`config.mk`:
```
export PLATFORM = sky130hd
export DESIGN_NAME = sipm_multiplicity_veto_trigger_unit
export DESIGN_NICKNAME = d
export VERILOG_FILES = /design/src/rtl/smvt_pkg.sv /design/src/rtl/sipm_multiplicity_veto_trigger_unit.sv /design/src/rtl/smvt_front.sv /design/src/rtl/smvt_queue.sv /design/src/rtl/smvt_back.sv
export SDC_FILE = /design/constraint.sdc
export NUM_CORES = 2
export LEC_CHECK = 0
export BUFFER_PORTS_ARGS = -buffer_cell sky130_fd_sc_hd__buf_2
export CORE_MARGIN = 2
export CORE_UTILIZATION = 42
export DETAILED_ROUTE_END_ITERATION = 12
export PLACE_DENSITY_LB_ADDON = 0.3
export SLEW_MARGIN = 20
export SYNTH_ARGS = -nofsm -noshare
export SYNTH_HDL_FRONTEND = slang
export SYNTH_SLANG_ARGS = --single-unit
export TNS_END_PERCENT = 30
```
`constraint.sdc`:
```
create_clock -name clock -period 14.47 [get_ports clock]
set_input_delay 0.7235 -clock clock [delete_from_list [all_inputs] [get_ports clock]]
set_output_delay 0.7235 -clock clock [all_outputs]
set_load 0.01 [all_outputs]
```
`src/rtl/smvt_pkg.sv`:
```
// -----------------------------------------------------------------------------
// smvt_pkg
// Shared constants, codes and types of the multiplicity veto trigger.
// -----------------------------------------------------------------------------
package smvt_pkg;

   // Channel grids.
   localparam int MAIN_ROWS      = 4;
   localparam int MAIN_COLS      = 4;
   localparam int CONT_ROWS      = 4;
   localparam int CONT_COLS      = 4;
   localparam int MAIN_CHANNELS  = MAIN_ROWS * MAIN_COLS;
   localparam int CONT_CHANNELS  = CONT_ROWS * CONT_COLS;
   localparam int MAX_CHANNELS   = (MAIN_CHANNELS > CONT_CHANNELS) ? MAIN_CHANNELS
                                                                   : CONT_CHANNELS;
   localparam int CH_W           = (MAX_CHANNELS > 1) ? $clog2(MAX_CHANNELS) : 1;
   localparam int MAIN_IDX_W     = (MAIN_CHANNELS > 1) ? $clog2(MAIN_CHANNELS) : 1;
   localparam int CONT_IDX_W     = (CONT_CHANNELS > 1) ? $clog2(CONT_CHANNELS) : 1;
   localparam int POP_W          = $clog2(MAIN_CHANNELS + 1);

   // Photon count cuts.
   localparam int NUM_CUTS       = 5;
   localparam int CUT_IDX_W      = $clog2(NUM_CUTS);
   localparam int STEP_W         = $clog2(NUM_CUTS + 1);

   // Region of interest window in eV, both bounds exclusive.
   localparam logic [31:0] ROI_LOW_EV  = 32'd2000000;
   localparam logic [31:0] ROI_HIGH_EV = 32'd2100000;

   // Register reset values.
   localparam logic [15:0] CUT_A_RESET     = 16'd1;
   localparam logic [15:0] CUT_B_RESET     = 16'd3;
   localparam logic [15:0] CUT_C_RESET     = 16'd5;
   localparam logic [15:0] CUT_D_RESET     = 16'd7;
   localparam logic [15:0] CUT_E_RESET     = 16'd10;
   localparam logic [31:0] THRESHOLD_RESET = 32'd10;
   localparam logic [7:0]  MIN_SIG_RESET   = 8'd2;

   // Command queue between front and back.
   localparam int QUEUE_DEPTH = 4;
   localparam int QPTR_W      = $clog2(QUEUE_DEPTH);
   localparam int QCNT_W      = $clog2(QUEUE_DEPTH + 1);

   // Request kinds carried on req_tuser.
   typedef enum logic [2:0] {
      OP_BEGIN    = 3'd0,
      OP_ENERGY   = 3'd1,
      OP_PHOTON   = 3'd2,
      OP_MAIN_SIG = 3'd3,
      OP_CONT_SIG = 3'd4,
      OP_END      = 3'd5
   } op_type;

   // Configuration register indexes.
   typedef enum logic [2:0] {
      CSR_CUT_A     = 3'd0,
      CSR_CUT_B     = 3'd1,
      CSR_CUT_C     = 3'd2,
      CSR_CUT_D     = 3'd3,
      CSR_CUT_E     = 3'd4,
      CSR_THRESHOLD = 3'd5,
      CSR_MIN_SIG   = 3'd6
   } csr_index_type;

   typedef struct packed {
      op_type            op;
      logic [CH_W-1:0]   chan;
      logic [23:0]       energy;
      logic              detectable;
   } cmd_type;

   typedef struct packed {
      logic [NUM_CUTS-1:0][15:0] cut;
      logic [31:0]               threshold;
      logic [7:0]                min_signal;
   } cfg_type;

endpackage

```
`src/rtl/sipm_multiplicity_veto_trigger_unit.sv`:
```
// -----------------------------------------------------------------------------
// sipm_multiplicity_veto_trigger_unit
// Gathers one detector event and emits its veto and region flags at event end.
// -----------------------------------------------------------------------------
// Requests enter a four-entry command queue, one per cycle while the queue has
// room. The back end retires a begin, energy, photon or signal request as it
// pops it. An end request takes the back end from run through scan and emit:
// the scan compares the per-channel photon counts against the five cuts one
// cut per cycle and counts the passing channels, and emit loads the output
// register once it is free; that register holds the result until it is taken.
// Requests keep queuing during that time. Unused request kinds and channels
// outside their grid are taken and have no effect. Registers are written
// through the csr port, which is always ready.
module sipm_multiplicity_veto_trigger_unit import smvt_pkg::*; (
   input  logic        clock,
   input  logic        reset,
   input  logic        req_tvalid,
   output logic        req_tready,
   input  logic [2:0]  req_tuser,   // [2:0] func
   input  logic [31:0] req_tdata,   // [1:0] row, [3:2] col, [27:4] energy,
                                    // [28] detectable, [31:29] zero
   output logic        rsp_tvalid,
   input  logic        rsp_tready,
   output logic [55:0] rsp_tdata,   // [0] veto, [5:1] veto_cut_mask, [6] bulk_event,
                                    // [7] sipm_event, [8] detectable_event,
                                    // [9] veto_possible, [10] roi_event,
                                    // [11] roi_veto, [12] roi_veto_possible,
                                    // [44:13] bulk_energy, [52:45] signal_channels,
                                    // [55:53] zero
   input  logic        csr_valid,
   output logic        csr_ready,
   input  logic [2:0]  csr_index,
   input  logic [31:0] csr_data
);

   cfg_type cfg_ff, cfg_in;
   logic    q_push;
   logic    q_pop;
   logic    q_full;
   logic    q_empty;
   cmd_type q_cmd;
   cmd_type q_head;

   assign csr_ready = 1'b1;

   always_comb begin
      cfg_in = cfg_ff;
      if (csr_valid) begin
         case (csr_index)
            CSR_CUT_A:     cfg_in.cut[0]      = csr_data[15:0];
            CSR_CUT_B:     cfg_in.cut[1]      = csr_data[15:0];
            CSR_CUT_C:     cfg_in.cut[2]      = csr_data[15:0];
            CSR_CUT_D:     cfg_in.cut[3]      = csr_data[15:0];
            CSR_CUT_E:     cfg_in.cut[4]      = csr_data[15:0];
            CSR_THRESHOLD: cfg_in.threshold   = csr_data;
            CSR_MIN_SIG:   cfg_in.min_signal  = csr_data[7:0];
            default:       cfg_in             = cfg_ff;
         endcase
      end
   end

   always_ff @(posedge clock) begin
      if (reset) begin
         cfg_ff.cut[0]     <= CUT_A_RESET;
         cfg_ff.cut[1]     <= CUT_B_RESET;
         cfg_ff.cut[2]     <= CUT_C_RESET;
         cfg_ff.cut[3]     <= CUT_D_RESET;
         cfg_ff.cut[4]     <= CUT_E_RESET;
         cfg_ff.threshold  <= THRESHOLD_RESET;
         cfg_ff.min_signal <= MIN_SIG_RESET;
      end else begin
         cfg_ff <= cfg_in;
      end
   end

   smvt_front u_front (
      .req_tvalid (req_tvalid),
      .req_tready (req_tready),
      .req_tuser  (req_tuser),
      .req_tdata  (req_tdata),
      .q_full     (q_full),
      .q_push     (q_push),
      .q_cmd      (q_cmd)
   );

   smvt_queue u_queue (
      .clock    (clock),
      .reset    (reset),
      .push     (q_push),
      .push_cmd (q_cmd),
      .pop      (q_pop),
      .full     (q_full),
      .empty    (q_empty),
      .head     (q_head)
   );

   smvt_back u_back (
      .clock      (clock),
      .reset      (reset),
      .cfg        (cfg_ff),
      .q_empty    (q_empty),
      .q_head     (q_head),
      .q_pop      (q_pop),
      .rsp_tvalid (rsp_tvalid),
      .rsp_tready (rsp_tready),
      .rsp_tdata  (rsp_tdata)
   );

endmodule

```
`src/rtl/smvt_front.sv`:
```
// -----------------------------------------------------------------------------
// smvt_front
// Accepts requests, checks grid bounds and turns them into queue commands.
// -----------------------------------------------------------------------------
module smvt_front import smvt_pkg::*; (
   input  logic        req_tvalid,
   output logic        req_tready,
   input  logic [2:0]  req_tuser,   // func
   input  logic [31:0] req_tdata,   // row, col, energy, detectable
   input  logic        q_full,
   output logic        q_push,
   output cmd_type     q_cmd
);

   logic [1:0] row;
   logic [1:0] col;
   logic       in_main;
   logic       in_cont;
   logic       fire;

   assign row  = req_tdata[1:0];
   assign col  = req_tdata[3:2];
   assign req_tready = !q_full;
   assign fire = req_tvalid && !q_full;

   assign in_main = (32'(row) < MAIN_ROWS) && (32'(col) < MAIN_COLS);
   assign in_cont = (32'(row) < CONT_ROWS) && (32'(col) < CONT_COLS);

   always_comb begin
      q_cmd.op         = OP_BEGIN;
      q_cmd.chan       = '0;
      q_cmd.energy     = req_tdata[27:4];
      q_cmd.detectable = req_tdata[28];
      q_push           = 1'b0;
      case (req_tuser)
         OP_BEGIN: begin
            q_cmd.op = OP_BEGIN;
            q_push   = fire;
         end
         OP_ENERGY: begin
            q_cmd.op = OP_ENERGY;
            q_push   = fire;
         end
         OP_PHOTON: begin
            q_cmd.op   = OP_PHOTON;
            q_cmd.chan = CH_W'(32'(row) * MAIN_COLS + 32'(col));
            q_push     = fire && in_main;
         end
         OP_MAIN_SIG: begin
            q_cmd.op   = OP_MAIN_SIG;
            q_cmd.chan = CH_W'(32'(row) * MAIN_COLS + 32'(col));
            q_push     = fire && in_main;
         end
         OP_CONT_SIG: begin
            q_cmd.op   = OP_CONT_SIG;
            q_cmd.chan = CH_W'(32'(row) * CONT_COLS + 32'(col));
            q_push     = fire && in_cont;
         end
         OP_END: begin
            q_cmd.op = OP_END;
            q_push   = fire;
         end
         default: begin
            // Unused kinds are taken and dropped.
            q_push = 1'b0;
         end
      endcase
   end

endmodule

```
`src/rtl/smvt_queue.sv`:
```
// -----------------------------------------------------------------------------
// smvt_queue
// Small command FIFO that decouples the front from the back.
// -----------------------------------------------------------------------------
module smvt_queue import smvt_pkg::*; (
   input  logic    clock,
   input  logic    reset,
   input  logic    push,
   input  cmd_type push_cmd,
   input  logic    pop,
   output logic    full,
   output logic    empty,
   output cmd_type head
);

   cmd_type           mem_ff [QUEUE_DEPTH];
   logic [QPTR_W-1:0] wr_ptr_ff, wr_ptr_in;
   logic [QPTR_W-1:0] rd_ptr_ff, rd_ptr_in;
   logic [QCNT_W-1:0] count_ff, count_in;

   assign full  = (count_ff == QCNT_W'(QUEUE_DEPTH));
   assign empty = (count_ff == '0);
   assign head  = mem_ff[rd_ptr_ff];

   always_comb begin
      wr_ptr_in = push ? wr_ptr_ff + 1'b1 : wr_ptr_ff;
      rd_ptr_in = pop  ? rd_ptr_ff + 1'b1 : rd_ptr_ff;
      count_in  = count_ff;
      if (push && !pop) begin
         count_in = count_ff + 1'b1;
      end else if (pop && !push) begin
         count_in = count_ff - 1'b1;
      end
   end

   always_ff @(posedge clock) begin
      if (reset) begin
         wr_ptr_ff <= '0;
         rd_ptr_ff <= '0;
         count_ff  <= '0;
      end else begin
         wr_ptr_ff <= wr_ptr_in;
         rd_ptr_ff <= rd_ptr_in;
         count_ff  <= count_in;
      end
   end

   always_ff @(posedge clock) begin
      if (push) begin
         mem_ff[wr_ptr_ff] <= push_cmd;
      end
   end

endmodule

```
`src/rtl/smvt_back.sv`:
```
// -----------------------------------------------------------------------------
// smvt_back
// Executes commands on the event stores and builds the end-of-event result.
// -----------------------------------------------------------------------------
module smvt_back import smvt_pkg::*; (
   input  logic        clock,
   input  logic        reset,
   input  cfg_type     cfg,
   input  logic        q_empty,
   input  cmd_type     q_head,
   output logic        q_pop,
   output logic        rsp_tvalid,
   input  logic        rsp_tready,
   output logic [55:0] rsp_tdata
);

   typedef enum logic [1:0] {
      ST_RUN,
      ST_SCAN,
      ST_EMIT
   } state_type;

   function automatic logic [POP_W-1:0] popcount(input logic [MAIN_CHANNELS-1:0] v);
      logic [POP_W-1:0] n;
      n = '0;
      for (int k = 0; k < MAIN_CHANNELS; k++) begin
         n = n + POP_W'(v[k]);
      end
      return n;
   endfunction

   // Event stores.
   logic [31:0]              energy_ff, energy_in;
   logic [15:0]              photon_ff [MAIN_CHANNELS];
   logic [15:0]              photon_in [MAIN_CHANNELS];
   logic [MAIN_CHANNELS-1:0] main_seen_ff, main_seen_in;
   logic [CONT_CHANNELS-1:0] cont_seen_ff, cont_seen_in;
   logic [7:0]               sig_mult_ff, sig_mult_in;

   // Sequencer and result.
   state_type                state_ff, state_in;
   logic [STEP_W-1:0]        step_ff, step_in;
   logic [MAIN_CHANNELS-1:0] hit_ff, hit_in;
   logic [NUM_CUTS-1:0]      mask_ff, mask_in;
   logic                     det_ff, det_in;
   logic                     rsp_valid_ff, rsp_valid_in;
   logic [55:0]              rsp_data_ff, rsp_data_in;

   logic [32:0]              energy_sum;
   logic [MAIN_IDX_W-1:0]    main_idx;
   logic [CONT_IDX_W-1:0]    cont_idx;
   logic [STEP_W-1:0]        prev_step;
   logic [POP_W-1:0]         hit_count;
   logic [7:0]               hit_sat;
   logic                     bulk;
   logic                     mult;
   logic                     roi;

   assign q_pop      = (state_ff == ST_RUN) && !q_empty;
   assign rsp_tvalid = rsp_valid_ff;
   assign rsp_tdata  = rsp_data_ff;

   assign main_idx   = q_head.chan[MAIN_IDX_W-1:0];
   assign cont_idx   = q_head.chan[CONT_IDX_W-1:0];
   assign energy_sum = {1'b0, energy_ff} + 33'(q_head.energy);

   assign bulk = energy_ff > cfg.threshold;
   assign mult = sig_mult_ff >= cfg.min_signal;
   assign roi  = (energy_ff > ROI_LOW_EV) && (energy_ff < ROI_HIGH_EV);

   assign prev_step = step_ff - 1'b1;
   assign hit_count = popcount(hit_ff);
   assign hit_sat   = (32'(hit_count) > 255) ? 8'd255 : 8'(hit_count);

   // Store updates, one command per popped entry.
   always_comb begin
      energy_in    = energy_ff;
      main_seen_in = main_seen_ff;
      cont_seen_in = cont_seen_ff;
      sig_mult_in  = sig_mult_ff;
      for (int k = 0; k < MAIN_CHANNELS; k++) begin
         photon_in[k] = photon_ff[k];
      end
      if (q_pop) begin
         case (q_head.op)
            OP_BEGIN: begin
               energy_in    = '0;
               main_seen_in = '0;
               cont_seen_in = '0;
               sig_mult_in  = '0;
               for (int k = 0; k < MAIN_CHANNELS; k++) begin
                  photon_in[k] = '0;
               end
            end
            OP_ENERGY: begin
               energy_in = energy_sum[32] ? '1 : energy_sum[31:0];
            end
            OP_PHOTON: begin
               for (int k = 0; k < MAIN_CHANNELS; k++) begin
                  if (main_idx == MAIN_IDX_W'(k) && photon_ff[k] != 16'hFFFF) begin
                     photon_in[k] = photon_ff[k] + 16'd1;
                  end
               end
            end
            OP_MAIN_SIG: begin
               if (!main_seen_ff[main_idx]) begin
                  main_seen_in[main_idx] = 1'b1;
                  if (sig_mult_ff != 8'hFF) begin
                     sig_mult_in = sig_mult_ff + 8'd1;
                  end
               end
            end
            OP_CONT_SIG: begin
               if (!cont_seen_ff[cont_idx]) begin
                  cont_seen_in[cont_idx] = 1'b1;
                  if (sig_mult_ff != 8'hFF) begin
                     sig_mult_in = sig_mult_ff + 8'd1;
                  end
               end
            end
            default: begin
               energy_in = energy_ff;
            end
         endcase
      end
   end

   always_ff @(posedge clock) begin
      if (reset) begin
         energy_ff    <= '0;
         main_seen_ff <= '0;
         cont_seen_ff <= '0;
         sig_mult_ff  <= '0;
         for (int k = 0; k < MAIN_CHANNELS; k++) begin
            photon_ff[k] <= '0;
         end
      end else begin
         energy_ff    <= energy_in;
         main_seen_ff <= main_seen_in;
         cont_seen_ff <= cont_seen_in;
         sig_mult_ff  <= sig_mult_in;
         for (int k = 0; k < MAIN_CHANNELS; k++) begin
            photon_ff[k] <= photon_in[k];
         end
      end
   end

   // The scan checks one cut per cycle against all channels; the channel count
   // of a cut is taken from its registered compare vector in the next cycle.
   always_comb begin
      state_in     = state_ff;
      step_in      = step_ff;
      hit_in       = hit_ff;
      mask_in      = mask_ff;
      det_in       = det_ff;
      rsp_valid_in = rsp_valid_ff && !rsp_tready;
      rsp_data_in  = rsp_data_ff;
      case (state_ff)
         ST_RUN: begin
            if (q_pop && q_head.op == OP_END) begin
               state_in = ST_SCAN;
               step_in  = '0;
               mask_in  = '0;
               det_in   = q_head.detectable;
            end
         end
         ST_SCAN: begin
            if (step_ff < STEP_W'(NUM_CUTS)) begin
               for (int k = 0; k < MAIN_CHANNELS; k++) begin
                  hit_in[k] = photon_ff[k] >= cfg.cut[step_ff[CUT_IDX_W-1:0]];
               end
            end
            if (step_ff != '0) begin
               mask_in[prev_step[CUT_IDX_W-1:0]] = bulk && (hit_sat >= cfg.min_signal);
            end
            if (step_ff == STEP_W'(NUM_CUTS)) begin
               state_in = ST_EMIT;
            end else begin
               step_in = step_ff + 1'b1;
            end
         end
         ST_EMIT: begin
            if (!rsp_valid_ff || rsp_tready) begin
               rsp_valid_in = 1'b1;
               rsp_data_in  = {3'b000, sig_mult_ff, energy_ff,
                               roi && det_ff, roi && mult, roi,
                               det_ff && (energy_ff != '0), det_ff,
                               sig_mult_ff != '0, bulk, mask_ff, bulk && mult};
               state_in     = ST_RUN;
            end
         end
         default: begin
            state_in = ST_RUN;
         end
      endcase
   end

   always_ff @(posedge clock) begin
      if (reset) begin
         state_ff     <= ST_RUN;
         step_ff      <= '0;
         rsp_valid_ff <= 1'b0;
      end else begin
         state_ff     <= state_in;
         step_ff      <= step_in;
         rsp_valid_ff <= rsp_valid_in;
      end
      hit_ff      <= hit_in;
      mask_ff     <= mask_in;
      det_ff      <= det_in;
      rsp_data_ff <= rsp_data_in;
   end

endmodule

```
# Yosys cells after proc, flatten, opt, wreduce, memory -nomap -nowiden
# Memories as Yosys holds them, arrays and structs flattened. A register that Yosys moved wholly into a read port is not among the register bits.
# Cells that the tools add are included.
[word_totals] n_memories=2 word_cells=317 in_bits=75 output_inout_bits=59 mem_bits_rw=384 reg_bits=280
[classes] n_mux=79 n_bitwise=18 n_addsub=40 n_lt_le_gt_ge=27 reduce_logical=71 eq_ne=59
[memory_table] name="u_back.photon_ff" depth=16 width=16 read_ports=16 rd_clocked_by_memory_dff=0 write_ports=16 line_no="smvt_back.sv:34" rtl="logic [15:0] photon_ff [MAIN_CHANNELS];"
[memory_table] name="u_queue.mem_ff" depth=4 width=32 read_ports=1 rd_clocked_by_memory_dff=1 write_ports=1 line_no="smvt_queue.sv:16" rtl="cmd_type mem_ff [QUEUE_DEPTH];"
[ops] op="16-bit 2-to-1 mux" n=35
[ops] op="256-bit case mux with 2 select lines" n=1
[ops] op="16-bit by 1-bit adder with 16-bit output (second input constant)" n=16
[ops] op="16-bit greater-or-equal comparator" n=16
[ops] op="256-bit 2-to-1 mux" n=1
[ops] op="16-bit != test (second input constant)" n=16
[ops] op="5-bit by 1-bit adder with 5-bit output" n=14
[ops] op="16-bit case mux with 2 select lines" n=2
[ops] op="32-bit case mux with 2 select lines" n=1
[ops] op="16-bit binary-select mux with 3-bit select" n=1
[ops] op="32-bit by 24-bit adder with 33-bit output" n=1
[ops] op="4-bit == test (second input constant)" n=8
[ops] op="32-bit by 21-bit > comparator with 1-bit output (second input constant)" n=1
[ops] op="32-bit > comparator" n=1
[ops] op="32-bit by 22-bit less-than comparator with 1-bit output (second input constant)" n=1
[ops] op="32-bit 2-to-1 mux" n=1
[ops] op="16-bit OR" n=2
[ops] op="32-bit nonzero test" n=1
[ops] op="1-bit logical AND" n=30
[ops] op="3-bit == test (second input constant)" n=9
[ops] op="8-bit 2-to-1 mux" n=3
[ops] op="8-bit case mux with 3 select lines" n=1
[ops] op="2-bit AND reduction" n=11
[ops] op="3-bit by 2-bit == test with 1-bit output (second input constant)" n=6
[ops] op="other kinds (48)" n=115

# Logic depth before layout (Yosys ltp)
[depth] depth_word=20 depth_mapped=19 ltp_nobuf=19

# Hierarchy
# A second synthesis with hierarchy kept.
[hier_totals] cells_unflattened=3536 hier_area_um2=35865.6
[by_module_without_submodules] module="smvt_back" seq_area_each_um2=8938.6 area_each_um2=25733.4 cells_per_inst=2851 instances=1
[by_module_without_submodules] module="smvt_queue" seq_area_each_um2=4023.9 area_each_um2=5087.4 cells_per_inst=211 instances=1
[by_module_without_submodules] module="sipm_multiplicity_veto_trigger_unit" seq_area_each_um2=2402.3 area_each_um2=4773.3 cells_per_inst=437 instances=1
[by_module_without_submodules] module="smvt_front" seq_area_each_um2=0.0 area_each_um2=271.5 cells_per_inst=37 instances=1

# Least setup slack after synthesis
# Ideal clock, no wire load.
[synth_timing] kind="reg-to-reg" startpoint="register u_back.hit_ff[0]" endpoint="register u_back.mask_ff[1] (data pin)" slack_ps=9583 t_required_ps=14200 synth_period_minus_slack_ps=4887 arrival_time_ps=4616 stages_incl_launch_ff=20 path_buffers=0 setup_time_ps=270 path_cell_list="edfxtp_1 -> ha_1 -> inv_1 -> fa_1 -> fa_1 -> fa_1 -> fa_1 -> inv_1 -> fa_1 -> inv_1 -> fa_1 -> inv_1 -> ha_1 -> a21o_1 -> a21o_1 -> a21o_1 -> a21oi_1 -> nor2_1 -> o211ai_1 -> o21ai_0"
[synth_between] elab_chain_len=20
[synth_lines] element="start, declared" line_no="smvt_back.sv:43" rtl="logic [MAIN_CHANNELS-1:0] hit_ff, hit_in;"
[synth_lines] element="start signal, assigned" line_no="smvt_back.sv:208" rtl="hit_ff <= hit_in;"
[synth_lines] element="1-bit by 1-bit adder with 2-bit output" line_no="smvt_back.sv:27" rtl="n = n + POP_W'(v[k]);"
[synth_lines] element="5-bit by 1-bit adder with 5-bit output (14 in series)" line_no="smvt_back.sv:27"
[synth_lines] element="5-bit by 8-bit greater-or-equal comparator with 1-bit output" line_no="smvt_back.sv:174" rtl="mask_in[prev_step[CUT_IDX_W-1:0]] = bulk && (hit_sat >= cfg.min_signal);"
[synth_lines] element="1-bit logical AND" line_no="smvt_back.sv:174"
[synth_lines] element="5-bit bitwise mux" line_no="smvt_back.sv:174"
[synth_lines] element="5-bit 2-to-1 mux" line_no="smvt_back.sv:173" rtl="if (step_ff != '0) begin"
[synth_lines] element="5-bit case mux with 2 select lines" line_no="smvt_back.sv:158" rtl="case (state_ff)"
[synth_lines] element="end signal, assigned" line_no="smvt_back.sv:209" rtl="mask_ff <= mask_in;"
[synth_lines] element="end, declared" line_no="smvt_back.sv:44" rtl="logic [NUM_CUTS-1:0] mask_ff, mask_in;"
# No other way between the ends. The select of a mux whose other input is x is not followed.
# A chain may end at the register's enable or synchronous reset.

# Worst setup path in the final report
[layout_timing] startpoint="register u_back.hit_ff[0]" endpoint="register u_back.mask_ff[2] (data pin)"
# Same word-level chain as after synthesis.

==> metrics.md <==
| Metric | Value |
|---|---|
| Post-CTS setup buffer count | 0 |
| CTS tree | built |
| Pre-antenna DRT Iters | 5 |
| Clk slew on worst S/H paths | 0.06 ns |
| Clock skew | 0.0245 ns |
| Clk pwr share | 36.0% |
| Die area | 0.0867 mm2 |
| Cts bufs inserted | 72 |
| Setup crit end kind | register |
| Final hold vios | 0 |
| Fin. max-slew vios | 0 |
| Vias per cell | 5.51 |
| Main combinational cell family by area after synthesis | simple AND/OR/NAND/NOR gates |
| Tmin final | 5.46 ns |
| Min-delay worst type | in -> reg |
| Seq pwr share | 39.4% |
| Setup TNS | 0 ns |
| Root Buffer | clkbuf_16 |
| Internal power consumption | 3590 uW |
| Largest cells by area after synthesis | dfxtp_1, edfxtp_1, ha_1 |
| Routed length per instance | 18.8 um |
| Combinational power share | 24.6% |
| Final Net Count | 4258 |
| Post-CTS sizing | 0 |
| Post-synth EDFFs | 203 |
| Most frequent cells in the layout | dfxtp_1, nand2_1, ha_1, nor2_1, a21oi_1 |
| FF/Latch Area | 0.0154 mm2 |
| Period utilization | 37.7% |
| Max Fclk | 183 MHz |
| RSZ-0062 raised after global routing | no |
| Initial Util | 42.4% |
| Via Count | 27306 |
| Post-synthesis compound-gate area fraction | 12.5% |
| CP Class | reg -> reg |
| Final Cell Area | 0.0397 mm2 |
| Post-Synth Simple-Gate Area | 18.9% |
| Main synth FF type | dfxtp_1 |
| WP data arrival | 5.86 ns |
| Commonest non-fill, non-tap cell in the layout | dfxtp_1 |
| Drt initial violations | 1925 |
| Final setup viols | 0 |
| Register area share after synthesis | 43.3% |
| IO Count | 134 |
| Multi-input gate area | 0.0191 mm2 |
| P per Cell Area | 132 mW/mm2 |
| First-pass GRT wire length | 146000 um |
| DRT Wirelength | 93300 um |
| Post-Synth XOR/XNOR Area | 5.09% |
| Post-Syn Area | 0.0355 mm2 |
| Post-synth ARST share | 0% |
| Sink Count | 666 |
| Share of the synthesized area in the top cell type | 26.1% |
| Port Buffers | 126 |
| Row cnt | 106 |
| CTS Hold Bufs | 0 |
| H-tree levels | 3 |
| Worst Path Required | 14.88 ns |
| Area after DPL | 0.0373 mm2 |
| Area Overhead vs Synth | 12.1% |
| Crit Path Max Fanout | 5 |
| Synthesis-stage register bit count | 666 |
| Clock tree buffer depth | 3 |
| Clock Latency Late Sink | 0.64 ns |
| Yosys cell types | 83 |
| Adder-cell area share of the yosys netlist | 13.3% |
| Mux contribution to synthesized area | 3.65% |
| Instance count of the mapped netlist | 3700 |
| Worst IR Drop VDD | 106 uV |
| GP Congestion | 0.840 |
| GRT Total Usage | 21.4% |
| Share of cells above drive strength 1 | 10.1% |
| Max-capacitance violation count | 0 |
| Area leader, netlist | dfxtp_1 |
| Die X | 295 um |
| DRT antenna net count | 0 |
| Leakage Power | 0.0160 uW |
| Psw | 1650 uW |
| Remaining Overflow, GRT | 0 |
| DP HPWL | 61500 um |
| Mean Syn Cell Area | 9.58 um2 |
| Initial antenna violation count | 7 |
| Number of global-route vias before repair | 25591 |
| Die H | 295 um |
| Actual slew at the worst max-slew pin | 1.10 ns |
| Max_slew headroom | 26.5% |
| Largest net degree at the start of global routing | 78 |
| Ys Warns | 0 |
| Drc violations | 0 |
| Outcome | completed |
| Core area | 0.0836 mm2 |
| Sw frac | 31.5% |
| Fillers | 7815 |
| Critical Path Start Type | register |
## synthesized netlist by cell type, types with 8 or more instances
| library cell | instances |
|---|---|
| fa_1 | 12 |
| a31oi_1 | 24 |
| edfxtp_1 | 203 |
| o311ai_0 | 19 |
| o21ai_0 | 119 |
| xnor2_1 | 92 |
| nand2b_1 | 37 |
| mux2i_1 | 20 |
| nand3_1 | 108 |
| a22oi_1 | 28 |
| nor3_1 | 85 |
| and4_1 | 31 |
| buf_1 | 8 |
| nand4_1 | 103 |
| nor2b_1 | 36 |
| clkbuf_1 | 94 |
| and2_1 | 19 |
| or3_1 | 66 |
| xor2_1 | 114 |
| ha_1 | 357 |
| a21oi_1 | 285 |
| mux4_2 | 48 |
| and3_1 | 41 |
| dfxtp_1 | 463 |
| nor2_1 | 347 |
| nand3b_1 | 18 |
| a21o_1 | 143 |
| nor4_1 | 11 |
| inv_1 | 140 |
| a211oi_1 | 9 |
| buf_2 | 22 |
| o211ai_1 | 23 |
| nand2_1 | 451 |
## state kept, by name, summed over array words and instances, names as in the netlist, 5 cells and up, named ones only
name / cells
u_back.photon_ff: 256
u_queue.mem_ff: 128
cfg_ff: 120
u_back.rsp_tdata: 53
u_back.energy_ff: 32
u_back.cont_seen_ff: 16
u_back.hit_ff: 16
u_back.main_seen_ff: 16
u_back.sig_mult_ff: 8
u_back.mask_ff: 5
## through the flow
| stage | setup slack [ns] | power (uW) | util, % | hold slack [ns] | instances |
|---|---|---|---|---|---|
| detailed placement | 9.05 | 3380 | 44.7 | 0.429 | 4820 |
| global route | 8.85 | 5490 | 47.6 | 0.279 | 4956 |
| CTS | 9.05 | 5280 | 47.5 | 0.268 | 4953 |
| finish | 9.01 | 5240 | 47.6 | 0.305 | 4958 |
| floorplan | 9.58 | 3020 | - | 0.415 | 3702 |
| global placement | 9.05 | 3370 | 44.7 | 0.425 | 4820 |
## worst paths after layout
kind | from | to | slack [ns] | cells after the start
setup reg to reg | u_back.hit_ff[0] | u_back.mask_ff[2] | 9.01 | 19
hold / removal | req_tdata[18] | u_queue.mem_ff[0][15] | 0.30 | 1
hold reg to reg | u_back.main_seen_ff[6] | u_back.main_seen_ff[6] | 0.44 | 2
setup / recovery | u_back.hit_ff[0] | u_back.mask_ff[2] | 9.01 | 19
## layer usage
layer	track usage (%)	up-vias	share of wire [%]
met2	34.8	600	46
met3	3.57	161	5.1
li1	-	13553	-
met5	0	-	0.054
met1	29.1	12984	46
met4	6.71	8	2.9
## power by group through the flow
| stage | Sequential [uW] | Clock, uW | Combinational [uW] |
|---|---|---|---|
| floorplan | 2080 | 0 | 949 |
| global placement | 2100 | 0 | 1270 |
| detailed placement | 2100 | 0 | 1280 |
| CTS | 2060 | 1930 | 1290 |
| global route | 2070 | 2000 | 1420 |
| finish | 2060 | 1890 | 1290 |
## cells by family (layout without fill, tap and decap cells)
| logic type | after synthesis | in the layout |
|---|---|---|
| fa+ha+maj | 369 | 369 |
| flops | 666 | 666 |
| simple gates | 1397 | 1397 |
| mux | 69 | 69 |
| xor+xnor | 206 | 206 |
| other cells | 2 | 9 |
| buf+inv | 276 | 447 |
| compound gates | 715 | 715 |
## cell type report
type | count | area share [%]
clock buffers | 99 | 5.17
flip-flops and latches | 666 | 38.7
clock inverters | 34 | 0.869
inverters | 141 | 1.33
diodes | 5 | 0.0315
repair buffers | 173 | 2.49
well taps | 1080 | 3.40
multi-input cells | 2760 | 48.0
## critical path, cell delays in order, from the launching register on
cell      delay [ns]
edfxtp_1        0.37
ha_1            0.29
inv_1           0.07
fa_1            0.44
fa_1            0.54
fa_1            0.44
fa_1            0.49
inv_1           0.06
fa_1            0.38
inv_1           0.08
fa_1            0.41
inv_1           0.07
ha_1            0.12
a21o_1          0.10
a21o_1          0.10
a21o_1          0.11
a21oi_1         0.08
nor2_1          0.38
o211ai_1        0.32
o41ai_1         0.40
(Power assumes the default switching activity.)
